<file path="config.mk">
export PLATFORM = sky130hd
export DESIGN_NAME = prac_rotate
export DESIGN_NICKNAME = d
export VERILOG_FILES = /design/src/design/prac_pkg.sv /design/src/design/prac_rotate.sv
export SDC_FILE = /design/constraint.sdc
export NUM_CORES = 2
export LEC_CHECK = 0
export ABC_AREA = 1
export BUFFER_PORTS_ARGS = -buffer_cell sky130_fd_sc_hd__clkbuf_2
export CAP_MARGIN = 20
export CELL_PAD_IN_SITES_DETAIL_PLACEMENT = 1
export CELL_PAD_IN_SITES_GLOBAL_PLACEMENT = 2
export CORE_ASPECT_RATIO = 0.7
export CORE_UTILIZATION = 40
export DETAILED_ROUTE_END_ITERATION = 7
export PLACE_DENSITY_LB_ADDON = 0.1
export SYNTH_ARGS = -nofsm -noshare
export SYNTH_HDL_FRONTEND = slang
export SYNTH_SLANG_ARGS = --single-unit
</file>
<file path="constraint.sdc">
create_clock -name clk -period 9.9 [get_ports clk]
set_input_delay 1.485 -clock clk [delete_from_list [all_inputs] [get_ports clk]]
set_output_delay 1.485 -clock clk [all_outputs]
set_load 0.01 [all_outputs]
</file>
<file path="src/design/prac_pkg.sv">
package prac_pkg;

  // Default sizes
  localparam int COORD_WIDTH        = 16;
  localparam int ANGLE_WIDTH        = 16;
  localparam int TRIG_FRACTION_BITS = 16;

  // Configuration register indexes
  localparam int CFG_INDEX_WIDTH = 3;
  localparam logic [CFG_INDEX_WIDTH-1:0] CFG_ANGLE_Y = 3'd0;
  localparam logic [CFG_INDEX_WIDTH-1:0] CFG_ANGLE_X = 3'd1;
  localparam logic [CFG_INDEX_WIDTH-1:0] CFG_ANGLE_Z = 3'd2;
  localparam logic [CFG_INDEX_WIDTH-1:0] CFG_PIVOT_X = 3'd3;
  localparam logic [CFG_INDEX_WIDTH-1:0] CFG_PIVOT_Y = 3'd4;
  localparam logic [CFG_INDEX_WIDTH-1:0] CFG_PIVOT_Z = 3'd5;

  // pi/2 in Q30, split into 16-bit halves for the shared multiplier
  localparam logic [31:0] HALF_PI_Q30 = 32'd1686629713;
  localparam logic [31:0] HALF_PI_LO  = {16'd0, HALF_PI_Q30[15:0]};
  localparam logic [31:0] HALF_PI_HI  = {16'd0, HALF_PI_Q30[31:16]};

  // Sine generator sequencer
  typedef enum logic [3:0] {
    TS_IDLE,
    TS_START,
    TS_TH_LO,
    TS_TH_HI,
    TS_TH_SUM,
    TS_MUL1,
    TS_MUL2,
    TS_DIV_LOAD,
    TS_DIV,
    TS_ACC,
    TS_ROUND
  } trig_state_t;

  // Reciprocal of the Taylor term divisor d = (2k)(2k+1), k = kidx + 1:
  // floor(n / d) = (n * (2^32 + recip)) >> shift for every 32-bit n
  function automatic logic [31:0] term_recip(input logic [2:0] kidx);
    logic [31:0] m;
    case (kidx)
      3'd0:    m = 32'd1431655766;
      3'd1:    m = 32'd2576980378;
      3'd2:    m = 32'd2249744775;
      3'd3:    m = 32'd3340530120;
      3'd4:    m = 32'd702812831;
      3'd5:    m = 32'd2753184165;
      3'd6:    m = 32'd940802361;
      default: m = 32'd3789677026;
    endcase
    return m;
  endfunction

  function automatic logic [5:0] term_shift(input logic [2:0] kidx);
    logic [5:0] s;
    case (kidx)
      3'd0:    s = 6'd35;
      3'd1:    s = 6'd37;
      3'd2:    s = 6'd38;
      3'd3:    s = 6'd39;
      3'd4:    s = 6'd39;
      3'd5:    s = 6'd40;
      3'd6:    s = 6'd40;
      default: s = 6'd41;
    endcase
    return s;
  endfunction

endpackage

</file>
<file path="src/design/prac_rotate.sv">
module prac_rotate #(
  parameter int VW = prac_pkg::COORD_WIDTH + 3,
  parameter int TW = prac_pkg::TRIG_FRACTION_BITS + 2,
  parameter int F  = prac_pkg::TRIG_FRACTION_BITS
) (
  input  logic                 clk,
  input  logic                 rst_n,
  input  logic                 in_valid,
  output logic                 in_ready,
  input  logic signed [VW-1:0] a_i,
  input  logic signed [VW-1:0] b_i,
  input  logic signed [VW-1:0] p_i,
  input  logic signed [TW-1:0] cos_i,
  input  logic signed [TW-1:0] sin_i,
  output logic                 out_valid,
  input  logic                 out_ready,
  output logic signed [VW-1:0] a_o,
  output logic signed [VW-1:0] b_o,
  output logic signed [VW-1:0] p_o
);
  localparam int PW = VW + TW;
  localparam int SW = PW + 1;

  logic                 v1_r, v2_r, v3_r;
  logic                 rdy1, rdy2, rdy3;
  logic signed [PW-1:0] ac_r, bs_r, as_r, bc_r;
  logic signed [VW-1:0] p1_r, p2_r;
  logic signed [SW-1:0] sa_r, sb_r;
  logic signed [SW-1:0] sa_nxt, sb_nxt;
  logic signed [SW-1:0] bias_a, bias_b;
  logic signed [SW-1:0] ta, tb;
  logic signed [SW-1:0] tsa, tsb;

  // Each stage moves when the one after it is empty or moving
  assign rdy3      = !v3_r || out_ready;
  assign rdy2      = !v2_r || rdy3;
  assign rdy1      = !v1_r || rdy2;
  assign in_ready  = rdy1;
  assign out_valid = v3_r;

  assign sa_nxt = SW'(ac_r) - SW'(bs_r);
  assign sb_nxt = SW'(as_r) + SW'(bc_r);

  // Truncate toward zero: bias negatives before the shift
  assign bias_a = sa_r[SW-1] ? $signed({{(SW-F){1'b0}}, {F{1'b1}}}) : '0;
  assign bias_b = sb_r[SW-1] ? $signed({{(SW-F){1'b0}}, {F{1'b1}}}) : '0;
  assign ta     = sa_r + bias_a;
  assign tb     = sb_r + bias_b;
  assign tsa    = ta >>> F;
  assign tsb    = tb >>> F;

  always_ff @(posedge clk) begin
    if (!rst_n) begin
      v1_r <= 1'b0;
      v2_r <= 1'b0;
      v3_r <= 1'b0;
    end else begin
      if (rdy1) v1_r <= in_valid;
      if (rdy2) v2_r <= v1_r;
      if (rdy3) v3_r <= v2_r;
    end
  end

  // Products, then sums, then truncation
  always_ff @(posedge clk) begin
    if (rdy1) begin
      ac_r <= PW'(a_i) * PW'(cos_i);
      bs_r <= PW'(b_i) * PW'(sin_i);
      as_r <= PW'(a_i) * PW'(sin_i);
      bc_r <= PW'(b_i) * PW'(cos_i);
      p1_r <= p_i;
    end
    if (rdy2) begin
      sa_r <= sa_nxt;
      sb_r <= sb_nxt;
      p2_r <= p1_r;
    end
    if (rdy3) begin
      a_o <= tsa[VW-1:0];
      b_o <= tsb[VW-1:0];
      p_o <= p2_r;
    end
  end

  a_mid_holds: assert property (@(posedge clk) disable iff (!rst_n)
    (v2_r && v3_r && !out_ready) |=> (v2_r && $stable(sa_r) && $stable(sb_r)))
    else $error("middle stage lost a word under stall");

endmodule

</file>
==> results.py <==
metrics = {
    "run_status": {
        "status": "finished clean",
    },
    "die": {
        "ioPinCount": 156,
        "std_cell_rows": 130,
        "die_x_microns": 511.2,
        "core_sq_mm": 0.1799,
        "initial_core_util": 0.4035,
        "dieHeight_microns": 358.4,
        "die_area_sq_mm": 0.1832,
    },
    "layout": {
        "drive_above_1_share": 0.03459,
        "finish.instance_area_sq_mm": 0.07711,
        "syn_to_final_growth_pct": 6.233,
        "final_nets": 11420,
    },
    "timing": {
        "setup_viol": 0,
        "min_period_ps": 7599,
        "final.setup.worst_slack_ps": 2301,
        "worst_pin_slew_ps": 1136,
        "rsz0062_at_grt": "no",
        "finalHoldViolCount": 0,
        "slew_viol_final": 0,
        "finalCritPeriodShare": 0.7676,
        "fin_skew_ps": 21.99,
        "fin_setup_tns_ps": 0,
        "fmax_ghz": 0.1316,
        "max-slew-margin-rel": 0.2429,
        "holdWs_ps": 417.2,
    },
    "yosys": {
        "synthArstFlopShare": 0,
        "yosysWarnings": 0,
        "synth_nets": 11430,
        "seq_area_frac_synth": 0.1311,
        "synth_top_area_frac": 0.3811,
        "synth-edff-count": 315,
        "yosysUniqueCellTypes": 39,
        "syn-cell-area_sq_mm": 0.07259,
        "synth.most_common_cell": "inv_1",
        "synthFlopType": "edfxtp_1",
        "synth_cells": 9471,
        "ys_ff_latch": 318,
        "yosysTopAreaCell": "fa_1",
        "synth_commonest_cells": "inv_1 (2880), nand2_1 (2778), fa_1 (1382)",
        "syn_avg_cell_area_sq_um": 7.664,
        "netlist_top_cells_area": "fa_1 (38%), inv_1 (15%), nand2_1 (14%)",
    },
    "global_route": {
        "grt_usage": 0.2852,
        "antenna_found_initial": 5,
        "grt_first_pass_wirelength_microns": 396500,
        "grt_max_degree": 60,
        "grt_pass1_vias": 64260,
        "grt-ovfl-total": 0,
    },
    "clocking": {
        "cts_tree": "built",
        "cts.sinks": 318,
        "cts_hold_buffers": 0,
        "cts_setup_buffers": 0,
        "cts_made_buffers": 39,
        "cts_buffer_depth": 3,
        "htree_num_levels": 2,
        "post_cts_resized": 0,
        "cts_root_buf": "clkbuf_16",
        "clk_transition_reported_paths_ps": 70,
        "clkLatencyLatePin_ps": 610,
    },
    "min_path": {
        "holdCritPathClass": "reg -> reg",
        "min_path_cells": 0,
    },
    "routing": {
        "ant_nets": 0,
        "via_count": 58250,
        "avgRoutedWirePerCell_microns": 21.44,
        "wl_microns": 254300,
        "first_iter_violations": 3737,
        "avgViaCountPerCell": 4.911,
        "first_pass_iters": 5,
        "drc": 0,
    },
    "placed_design": {
        "io_buffers": 155,
        "gp_congestion": 0.9142,
        "dp_hpwl_microns": 214200,
        "dpl_cell_area_sq_mm": 0.07585,
        "post-place-ws_ps": 1654,
    },
    "setup_path": {
        "cp-start-kind": "input port",
        "critPathKind": "in -> reg",
        "reg2reg_depth": 6,
        "required_ps": 10250,
        "cp.arrival_ps": 7950,
        "critPathMaxFanout": 20,
        "end_kind": "register",
    },
    "job": {
        "drv_cap": 0,
    },
}
## kinds of logic after synthesis
family | share of synthesized area
simple gates | 0.1982
buf+inv | 0.1643
fa+ha+maj | 0.4646
compound gates | 0.02660
flops | 0.1311
xor+xnor | 0.01520
## path summary, 6_finish.rpt
kind                  start  endpoint  slack [ps]
setup / recovery   sin_i[1]  bs_r[36]        2300
hold / removal      p1_r[4]   p2_r[4]         420
setup reg to reg  out_valid  as_r[19]        6340
hold reg to reg     p1_r[4]   p2_r[4]         420
## layout by cell type, fill, tap and decap left out, types with 4 or more instances in the layout
master,instances
inv_1,2879
nand2_1,2776
fa_1,1382
ha_1,484
nor2_1,429
edfxtp_1,315
nand3_1,235
a21oi_1,213
clkbuf_2,155
xor2_1,102
o21ai_0,93
buf_4,79
nand4_1,61
clkbuf_16,40
nor3_1,38
o21bai_1,26
nand3b_1,25
xnor2_1,24
nor4_1,14
or2_2,12
and3_1,11
a21o_1,9
clkinv_2,7
clkinv_1,6
a31oi_1,5
nor3_2,5
inv_6,5
a21boi_0,4
o21a_1,4
nor2_2,4
clkinv_4,4
clkinvlp_4,4
## registers in the layout, indices dropped and copies added, names as in the netlist
register   count
sb_r          36
bc_r          37
v2_r           1
b_o           19
a_o           19
ac_r          37
sa_r          36
v1_r           1
p2_r          19
as_r          37
p1_r          19
out_valid      1
p_o           19
bs_r          37
## routing by layer
layer  track usage  wire (microns)  vias to the layer above
li1              -               -                    26980
met2        0.4460          111200                     1262
met1        0.4277          125800                    29840
met5             0               7                        -
met4       0.04049            3347                        2
met3       0.03866           14040                      165
## worst max-delay path, stage by stage
cell and delay, ps:
clkbuf_2 600, buf_4 410, nand2_1 80, inv_1 140
fa_1 470, inv_1 230, fa_1 450, inv_1 110
ha_1 490, inv_1 290, fa_1 570, inv_1 60
fa_1 530, inv_1 50, fa_1 480, inv_1 50
ha_1 430, nand2_1 150, nor2_1 220, nand2_1 120
nor4_1 270, a21oi_1 120, nand2_1 70, nand2_1 50
## cell type report
class / count / area, sq um
repair buffers: 236 / 1416
inverters: 2880 / 10810
diodes: 3 / 7.507
fillers: 22250 / 102800
clock buffers: 43 / 1012
multi-input cells: 5978 / 51150
clock inverters: 28 / 219.0
flip-flops and latches: 318 / 9519
well taps: 2376 / 2973
## stage by stage
step	utilization	instances
6_report	0.4286	11860
4_1_cts	0.4284	11860
2_1_floorplan	-	9471
3_3_place_gp	0.4215	11790
5_1_grt	0.4286	11860
3_5_place_dp	0.4216	11790
Power is not shown: default switching activity piles up to over one toggle a cycle in this logic, so the estimate is an artifact.
