## src/design/prac_pkg.sv

```systemverilog
package prac_pkg;

  // Default sizes
  localparam int COORD_WIDTH        = 16;
  localparam int ANGLE_WIDTH        = 16;
  localparam int TRIG_FRACTION_BITS = 16;

  // Configuration register indexes
  localparam int CFG_INDEX_WIDTH = 3;
  localparam logic [CFG_INDEX_WIDTH-1:0] CFG_ANGLE_Y = 3'd0;
  localparam logic [CFG_INDEX_WIDTH-1:0] CFG_ANGLE_X = 3'd1;
  localparam logic [CFG_INDEX_WIDTH-1:0] CFG_ANGLE_Z = 3'd2;
  localparam logic [CFG_INDEX_WIDTH-1:0] CFG_PIVOT_X = 3'd3;
  localparam logic [CFG_INDEX_WIDTH-1:0] CFG_PIVOT_Y = 3'd4;
  localparam logic [CFG_INDEX_WIDTH-1:0] CFG_PIVOT_Z = 3'd5;

  // pi/2 in Q30, split into 16-bit halves for the shared multiplier
  localparam logic [31:0] HALF_PI_Q30 = 32'd1686629713;
  localparam logic [31:0] HALF_PI_LO  = {16'd0, HALF_PI_Q30[15:0]};
  localparam logic [31:0] HALF_PI_HI  = {16'd0, HALF_PI_Q30[31:16]};

  // Sine generator sequencer
  typedef enum logic [3:0] {
    TS_IDLE,
    TS_START,
    TS_TH_LO,
    TS_TH_HI,
    TS_TH_SUM,
    TS_MUL1,
    TS_MUL2,
    TS_DIV_LOAD,
    TS_DIV,
    TS_ACC,
    TS_ROUND
  } trig_state_t;

  // Reciprocal of the Taylor term divisor d = (2k)(2k+1), k = kidx + 1:
  // floor(n / d) = (n * (2^32 + recip)) >> shift for every 32-bit n
  function automatic logic [31:0] term_recip(input logic [2:0] kidx);
    logic [31:0] m;
    case (kidx)
      3'd0:    m = 32'd1431655766;
      3'd1:    m = 32'd2576980378;
      3'd2:    m = 32'd2249744775;
      3'd3:    m = 32'd3340530120;
      3'd4:    m = 32'd702812831;
      3'd5:    m = 32'd2753184165;
      3'd6:    m = 32'd940802361;
      default: m = 32'd3789677026;
    endcase
    return m;
  endfunction

  function automatic logic [5:0] term_shift(input logic [2:0] kidx);
    logic [5:0] s;
    case (kidx)
      3'd0:    s = 6'd35;
      3'd1:    s = 6'd37;
      3'd2:    s = 6'd38;
      3'd3:    s = 6'd39;
      3'd4:    s = 6'd39;
      3'd5:    s = 6'd40;
      3'd6:    s = 6'd40;
      default: s = 6'd41;
    endcase
    return s;
  endfunction

endpackage

```

## src/design/prac_trig.sv

```systemverilog
module prac_trig #(
  parameter int ANGLE_WIDTH        = prac_pkg::ANGLE_WIDTH,
  parameter int TRIG_FRACTION_BITS = prac_pkg::TRIG_FRACTION_BITS
) (
  input  logic                                clk,
  input  logic                                rst_n,
  input  logic [2:0]                          ang_we,
  input  logic [ANGLE_WIDTH-1:0]              ang_wdata,
  output logic                                busy,
  output logic signed [TRIG_FRACTION_BITS+1:0] cos_o [3],
  output logic signed [TRIG_FRACTION_BITS+1:0] sin_o [3]
);
  import prac_pkg::*;

  localparam int AW  = ANGLE_WIDTH;
  localparam int F   = TRIG_FRACTION_BITS;
  localparam int QW  = AW - 2;
  localparam int RSH = 30 - F;
  localparam logic [AW-2:0] QUARTER = {1'b1, {QW{1'b0}}};
  localparam logic signed [33:0] ONE_Q30 = 34'sd1 <<< 30;
  localparam logic [F:0] ONE_F = {1'b1, {F{1'b0}}};

  logic [AW-1:0]     angle_r [3];
  logic [2:0]        pend_r;
  logic [2:0]        pend_nxt;
  trig_state_t       state_r, state_nxt;
  logic [1:0]        axis_r;
  logic [1:0]        quad_r;
  logic [QW-1:0]     frac_r;
  logic [AW-2:0]     arg_r;
  logic              pass_r;
  logic [63:0]       prod_r;
  logic [63:0]       lo_r;
  logic [31:0]       x_r;
  logic [31:0]       t_r;
  logic [31:0]       dq_r;
  logic [2:0]        kidx_r;
  logic signed [33:0] s_r;
  logic [F:0]        sv_r;

  logic [1:0]        pick;
  logic [2:0]        pick_oh;
  logic [31:0]       mul_a, mul_b;
  logic [63:0]       mul_p;
  logic [63:0]       theta_sum;
  logic [63:0]       theta_sh;
  logic [31:0]       theta;
  logic [64:0]       q_sum;
  logic [64:0]       q_shift;
  logic [31:0]       quot;
  logic [30:0]       s_clamp;
  logic [31:0]       s_rnd;
  logic [F:0]        round_val;
  logic signed [F+1:0] sp, cp;
  logic signed [F+1:0] sin_nxt, cos_nxt;

  // Pick the lowest pending axis
  always_comb begin
    if (pend_r[0]) begin
      pick = 2'd0;
    end else if (pend_r[1]) begin
      pick = 2'd1;
    end else begin
      pick = 2'd2;
    end
    pick_oh = 3'b001 << pick;
  end

  // Next state
  always_comb begin
    state_nxt = state_r;
    case (state_r)
      TS_IDLE:     if (|pend_r) state_nxt = TS_START;
      TS_START: begin
        if (arg_r == '0 || arg_r == QUARTER) begin
          state_nxt = TS_ROUND;
        end else begin
          state_nxt = TS_TH_LO;
        end
      end
      TS_TH_LO:    state_nxt = TS_TH_HI;
      TS_TH_HI:    state_nxt = TS_TH_SUM;
      TS_TH_SUM:   state_nxt = TS_MUL1;
      TS_MUL1:     state_nxt = TS_MUL2;
      TS_MUL2:     state_nxt = TS_DIV_LOAD;
      TS_DIV_LOAD: state_nxt = TS_DIV;
      TS_DIV:      state_nxt = TS_ACC;
      TS_ACC:      state_nxt = (kidx_r == '1) ? TS_ROUND : TS_MUL1;
      TS_ROUND:    state_nxt = pass_r ? TS_IDLE : TS_START;
      default:     state_nxt = TS_IDLE;
    endcase
  end

  // Datapath controls: multiplier operands, reciprocal divide, rounding
  always_comb begin
    case (state_r)
      TS_TH_LO: begin
        mul_a = 32'(arg_r);
        mul_b = HALF_PI_LO;
      end
      TS_TH_HI: begin
        mul_a = 32'(arg_r);
        mul_b = HALF_PI_HI;
      end
      TS_MUL1: begin
        mul_a = t_r;
        mul_b = x_r;
      end
      TS_MUL2: begin
        mul_a = prod_r[61:30];
        mul_b = x_r;
      end
      TS_DIV: begin
        mul_a = dq_r;
        mul_b = term_recip(kidx_r);
      end
      default: begin
        mul_a = '0;
        mul_b = '0;
      end
    endcase
    mul_p     = 64'(mul_a) * 64'(mul_b);
    theta_sum = (prod_r << 16) + lo_r;
    theta_sh  = theta_sum >> QW;
    theta     = theta_sh[31:0];

    // Quotient: add the implicit 2^32 part of the reciprocal, then shift
    q_sum     = {1'b0, prod_r} + {1'b0, dq_r, 32'd0};
    q_shift   = q_sum >> term_shift(kidx_r);
    quot      = q_shift[31:0];

    if (s_r < 0) begin
      s_clamp = '0;
    end else if (s_r > ONE_Q30) begin
      s_clamp = ONE_Q30[30:0];
    end else begin
      s_clamp = s_r[30:0];
    end
    s_rnd     = (32'(s_clamp) + (32'd1 << (RSH - 1))) >> RSH;
    round_val = s_rnd[F:0];

    sp = $signed({1'b0, sv_r});
    cp = $signed({1'b0, round_val});
    case (quad_r)
      2'd0: begin
        sin_nxt = sp;
        cos_nxt = cp;
      end
      2'd1: begin
        sin_nxt = cp;
        cos_nxt = -sp;
      end
      2'd2: begin
        sin_nxt = -sp;
        cos_nxt = -cp;
      end
      default: begin
        sin_nxt = -cp;
        cos_nxt = sp;
      end
    endcase

    pend_nxt = pend_r;
    if (state_r == TS_IDLE && |pend_r) begin
      pend_nxt = pend_r & ~pick_oh;
    end
    pend_nxt = pend_nxt | ang_we;
  end

  assign busy = (state_r != TS_IDLE) || (|pend_r);

  // Control state, angle registers and trig cache
  always_ff @(posedge clk) begin
    if (!rst_n) begin
      state_r <= TS_IDLE;
      pend_r  <= '0;
      for (int i = 0; i < 3; i++) begin
        angle_r[i] <= '0;
        cos_o[i]   <= $signed({2'b01, {F{1'b0}}});
        sin_o[i]   <= '0;
      end
    end else begin
      state_r <= state_nxt;
      pend_r  <= pend_nxt;
      for (int i = 0; i < 3; i++) begin
        if (ang_we[i]) angle_r[i] <= ang_wdata;
      end
      if (state_r == TS_ROUND && pass_r) begin
        cos_o[axis_r] <= cos_nxt;
        sin_o[axis_r] <= sin_nxt;
      end
    end
  end

  // Series evaluation datapath
  always_ff @(posedge clk) begin
    case (state_r)
      TS_IDLE: begin
        axis_r <= pick;
        quad_r <= angle_r[pick][AW-1:AW-2];
        frac_r <= angle_r[pick][QW-1:0];
        arg_r  <= {1'b0, angle_r[pick][QW-1:0]};
        pass_r <= 1'b0;
      end
      TS_START: begin
        kidx_r <= '0;
        if (arg_r == '0) begin
          s_r <= '0;
        end else if (arg_r == QUARTER) begin
          s_r <= ONE_Q30;
        end
      end
      TS_TH_LO: prod_r <= mul_p;
      TS_TH_HI: begin
        lo_r   <= prod_r;
        prod_r <= mul_p;
      end
      TS_TH_SUM: begin
        x_r <= theta;
        t_r <= theta;
        s_r <= $signed({2'b00, theta});
      end
      TS_MUL1: prod_r <= mul_p;
      TS_MUL2: prod_r <= mul_p;
      TS_DIV_LOAD: dq_r <= prod_r[61:30];
      TS_DIV: prod_r <= mul_p;
      TS_ACC: begin
        // odd terms subtract, even terms add
        if (!kidx_r[0]) begin
          s_r <= s_r - $signed({2'b00, quot});
        end else begin
          s_r <= s_r + $signed({2'b00, quot});
        end
        t_r    <= quot;
        kidx_r <= kidx_r + 3'd1;
      end
      TS_ROUND: begin
        if (!pass_r) begin
          sv_r   <= round_val;
          pass_r <= 1'b1;
          arg_r  <= QUARTER - {1'b0, frac_r};
        end
      end
      default: ;
    endcase
  end

  a_round_in_range: assert property (@(posedge clk) disable iff (!rst_n)
    state_r == TS_ROUND |-> round_val <= ONE_F)
    else $error("sine magnitude above one");

  a_write_sets_busy: assert property (@(posedge clk) disable iff (!rst_n)
    (|ang_we) |=> busy)
    else $error("angle write did not start regeneration");

endmodule

```

## config.mk

```make
export PLATFORM = sky130hd
export DESIGN_NAME = prac_trig
export DESIGN_NICKNAME = d
export VERILOG_FILES = /design/src/design/prac_pkg.sv /design/src/design/prac_trig.sv
export SDC_FILE = /design/constraint.sdc
export NUM_CORES = 2
export LEC_CHECK = 0
export BUFFER_PORTS_ARGS = -buffer_cell sky130_fd_sc_hd__buf_2
export CAP_MARGIN = 30
export CELL_PAD_IN_SITES_DETAIL_PLACEMENT = 1
export CELL_PAD_IN_SITES_GLOBAL_PLACEMENT = 1
export CORE_MARGIN = 2
export CORE_UTILIZATION = 51
export DETAILED_ROUTE_END_ITERATION = 10
export PLACE_DENSITY_LB_ADDON = 0.1
export SKIP_CTS_REPAIR_TIMING = 1
export SLEW_MARGIN = 0
export SYNTH_ARGS = -nofsm -noshare
export SYNTH_HDL_FRONTEND = slang
export SYNTH_SLANG_ARGS = --single-unit
```

## constraint.sdc

```tcl
create_clock -name clk -period 14.8 [get_ports clk]
set_clock_uncertainty 0.1 [all_clocks]
set_input_delay 0.74 -clock clk [delete_from_list [all_inputs] [get_ports clk]]
set_output_delay 0.74 -clock clk [all_outputs]
set_load 0.02 [all_outputs]
```

==> results_dict.tcl <==
set metrics [dict create \
    status "complete, no violations" \
    rr_worst_depth 34 \
    cts_max_level 2 \
    synth-seq-cells 443 \
    wl_met1_mm 91.9 \
    grt-ovfl-total 0 \
    clk_latency_ns 0.69 \
    hold_class "input port to flop" \
    grt_first_pass_wirelength_mm 337 \
    yosysSeqAreaShare_pct 20.7 \
    syn_inst 6587 \
    place_area_um2 61400 \
    drv_cap 0 \
    r2r_setup_slack_ns 2.47 \
    p_int_mw 2.93 \
    cts.sinks 443 \
    wl_per_cell_um 27.7 \
    clk_path_buf_depth 3 \
    place_ws_ns 2.72 \
    synth_edf_count 328 \
    gp_congestion 0.967 \
    wl_met2_mm 101 \
    dr_wl_met3_mm 20.1 \
    via_per_inst 6.15 \
    slew_viol_final 0 \
    p_clk_share_pct 28.0 \
    ant_nets 0 \
    row_count 124 \
    synth_top_cell_by_area "fa_1" \
    clk_pin_slew_ns 0.06 \
    p_sw_share_pct 41.5 \
    wl_mm 225 \
    port_buffers 129 \
    syn-cell-area_um2 58800 \
    die_w_um 343 \
    final_common_cell "nand2_1" \
    yosysTopAreaCellShare_pct 30.6 \
    setup_viol 0 \
    critPathRequiredTime_ns 15.13 \
    crit_path_end "prod_r[62]" \
    core_area_um2 114000 \
    pwr-share-comb_pct 41.3 \
    design_area_um2 63300 \
    slowest_stage "nor4_2" \
    max_slew_margin_pct 18.9 \
    synthFlopType "edfxtp_1" \
    hold_viol_final 0 \
    worst_slack_ns 2.47 \
    cp-end-kind "flop" \
    drive_above_1_share_pct 7.62 \
    die_area_um2 118000 \
    drc_errors 0 \
    cts_buffers 52 \
    cp-start-kind "flop" \
    grt_antenna_before_repair 5 \
    grt_max_degree 99 \
    cpMostUsedCell "fa_1" \
    firstDrtPassIters 6 \
    dp.cells 8028 \
    mostFrequentLayoutCells "nand2_1 (1,021), inv_1 (959), fa_1 (899)" \
    rsz0062_at_grt "false" \
    fin_nets 7863 \
    ios 130 \
    dp_hpwl_mm 176 \
    root_buffer "clkbuf_16" \
    path_max_fanout 32 \
    utilization_pct 55.3 \
    vias 50000 \
    track_usage_pct 38.4 \
    cp_slowest_stage_delay_ns 0.89 \
    arrival_ns 12.65 \
    fin_crit_sh_pct 83.3 \
    drt_iter0_drc 4459 \
    cts_tree "built" \
    period_minus_slack_ns 12.33 \
    yosys_warnings 0 \
    p_leak_nw 28.5 \
    seq_power_share_pct 30.7 \
    ys_top_cells_by_area "fa_1 (31%), edfxtp_1 (17%), ha_1 (7.9%)" \
    area_growth_syn_to_layout_pct 7.66 \
    crit_type "flop to flop" \
    die_h_um 343 \
    fmax_ghz 0.0811 \
    async_reset_ff_share_pct 0 \
    syn_avg_cell_area_um2 8.92 \
    startpoint "kidx_r[2]" \
    synth_cell_types 111 \
    grt_pass1_vias 52700 \
    power_density_nw_per_um2 79.1 \
    tns_ns 0 \
    syn_nets 7876 \
    instances_no_fill 8131 \
    topRoutingLayerUsed "met5" \
    peakVddDrop_v 0.0000862 \
    initial_core_util_pct 51.4 \
    r2r-end "prod_r[62]" \
    power.switching_mw 2.07 \
    r2r-start "kidx_r[2]" \
    worstMarginPinSlew_ns 1.22 \
]
[power by group through the flow]
stage | clock (mW) | combinational [mW] | sequential, mW
4_1_cts | 1.41 | 2.02 | 1.53
3_5_place_dp | 0 | 2.00 | 1.56
5_1_grt | 1.45 | 2.22 | 1.54
3_3_place_gp | 0 | 1.94 | 1.55
6_report | 1.40 | 2.07 | 1.54
2_1_floorplan | 0 | 1.34 | 1.50
[sequential cells by signal, summed over array words and instances, names as in the netlist, 4 cells and up]
name	cells
prod_r	64
cos_o	54
sin_o	54
angle_r	48
s_r	34
dq_r	32
lo_r	32
t_r	32
x_r	32
sv_r	17
arg_r	15
frac_r	14
state_r	4
[Yosys cell counts (26+ instances only)]
master,count
a22oi_1,36
mux2i_1,44
a21oi_1,303
and3_1,46
nand2_1,1021
a21o_1,93
o21a_1,34
o211ai_1,26
fa_1,899
nand2b_1,51
nor3_1,66
dfxtp_1,115
xnor2_1,115
ha_1,369
nand3_1,89
a31oi_1,40
nor2_1,764
edfxtp_1,328
clkbuf_1,308
a211oi_1,62
and2_1,58
xor2_1,68
inv_1,960
o21ai_0,209
[final cells by class]
cell class                 instances  area (um^2)
fill                           13300        51100
multi-input combinational       4834        41900
sequential                       443        12200
inverter                         963         3610
tap                             1512         1890
timing repair buffer             280         1890
clock buffer                      65         1400
clock inverter                    33          432
antenna                            1         2.50
[stage by stage]
stage / hold slack (ns) / total power, mW
2_1_floorplan: 0.333 / 2.84
3_3_place_gp: 0.339 / 3.49
3_5_place_dp: 0.344 / 3.56
4_1_cts: 0.186 / 4.97
5_1_grt: 0.234 / 5.21
6_report: 0.224 / 5.00
[kinds of logic (layout without fill, tap and decap cells)]
family	count (synthesis)	after routing	synth area share [%]
compound gates	1058	1058	11.8
flops	443	443	20.7
simple gates	2254	2254	16.4
fa+ha+maj	1268	1268	38.5
buf+inv	1310	1341	8.43
mux	71	71	1.52
other cells	0	1	0
xor+xnor	183	183	2.73
[routing by layer]
layer | track usage [%] | up-vias
li1 | - | 21300
met1 | 52.2 | 25900
met2 | 59.9 | 2252
met3 | 7.10 | 544
met4 | 17.8 | 4
met5 | 0 | -
[critical path, delay by kind of cell, from the launching register on]
kind	cells	cell delay [ns]
adder cells (fa/ha/maj)	10	4.67
AO/OA/AOI/OAI	12	3.84
AND/OR/NAND/NOR	5	1.60
buffers and inverters	6	0.98
flip-flops	1	0.75
XOR/XNOR	1	0.09
[worst min path at each step]
stage / from / to / cells past startpoint
2_1_floorplan: prod_r[14] / lo_r[14] / 0
3_3_place_gp: cos_o[4] / cos_o[4] / 2
3_5_place_dp: sin_o[17] / sin_o[17] / 2
4_1_cts: ang_we[2] / pend_r[2] / 3
5_1_grt: ang_we[2] / pend_r[2] / 3
6_report: ang_we[2] / pend_r[2] / 3
Note: power is estimated with default switching activity, not from simulation.
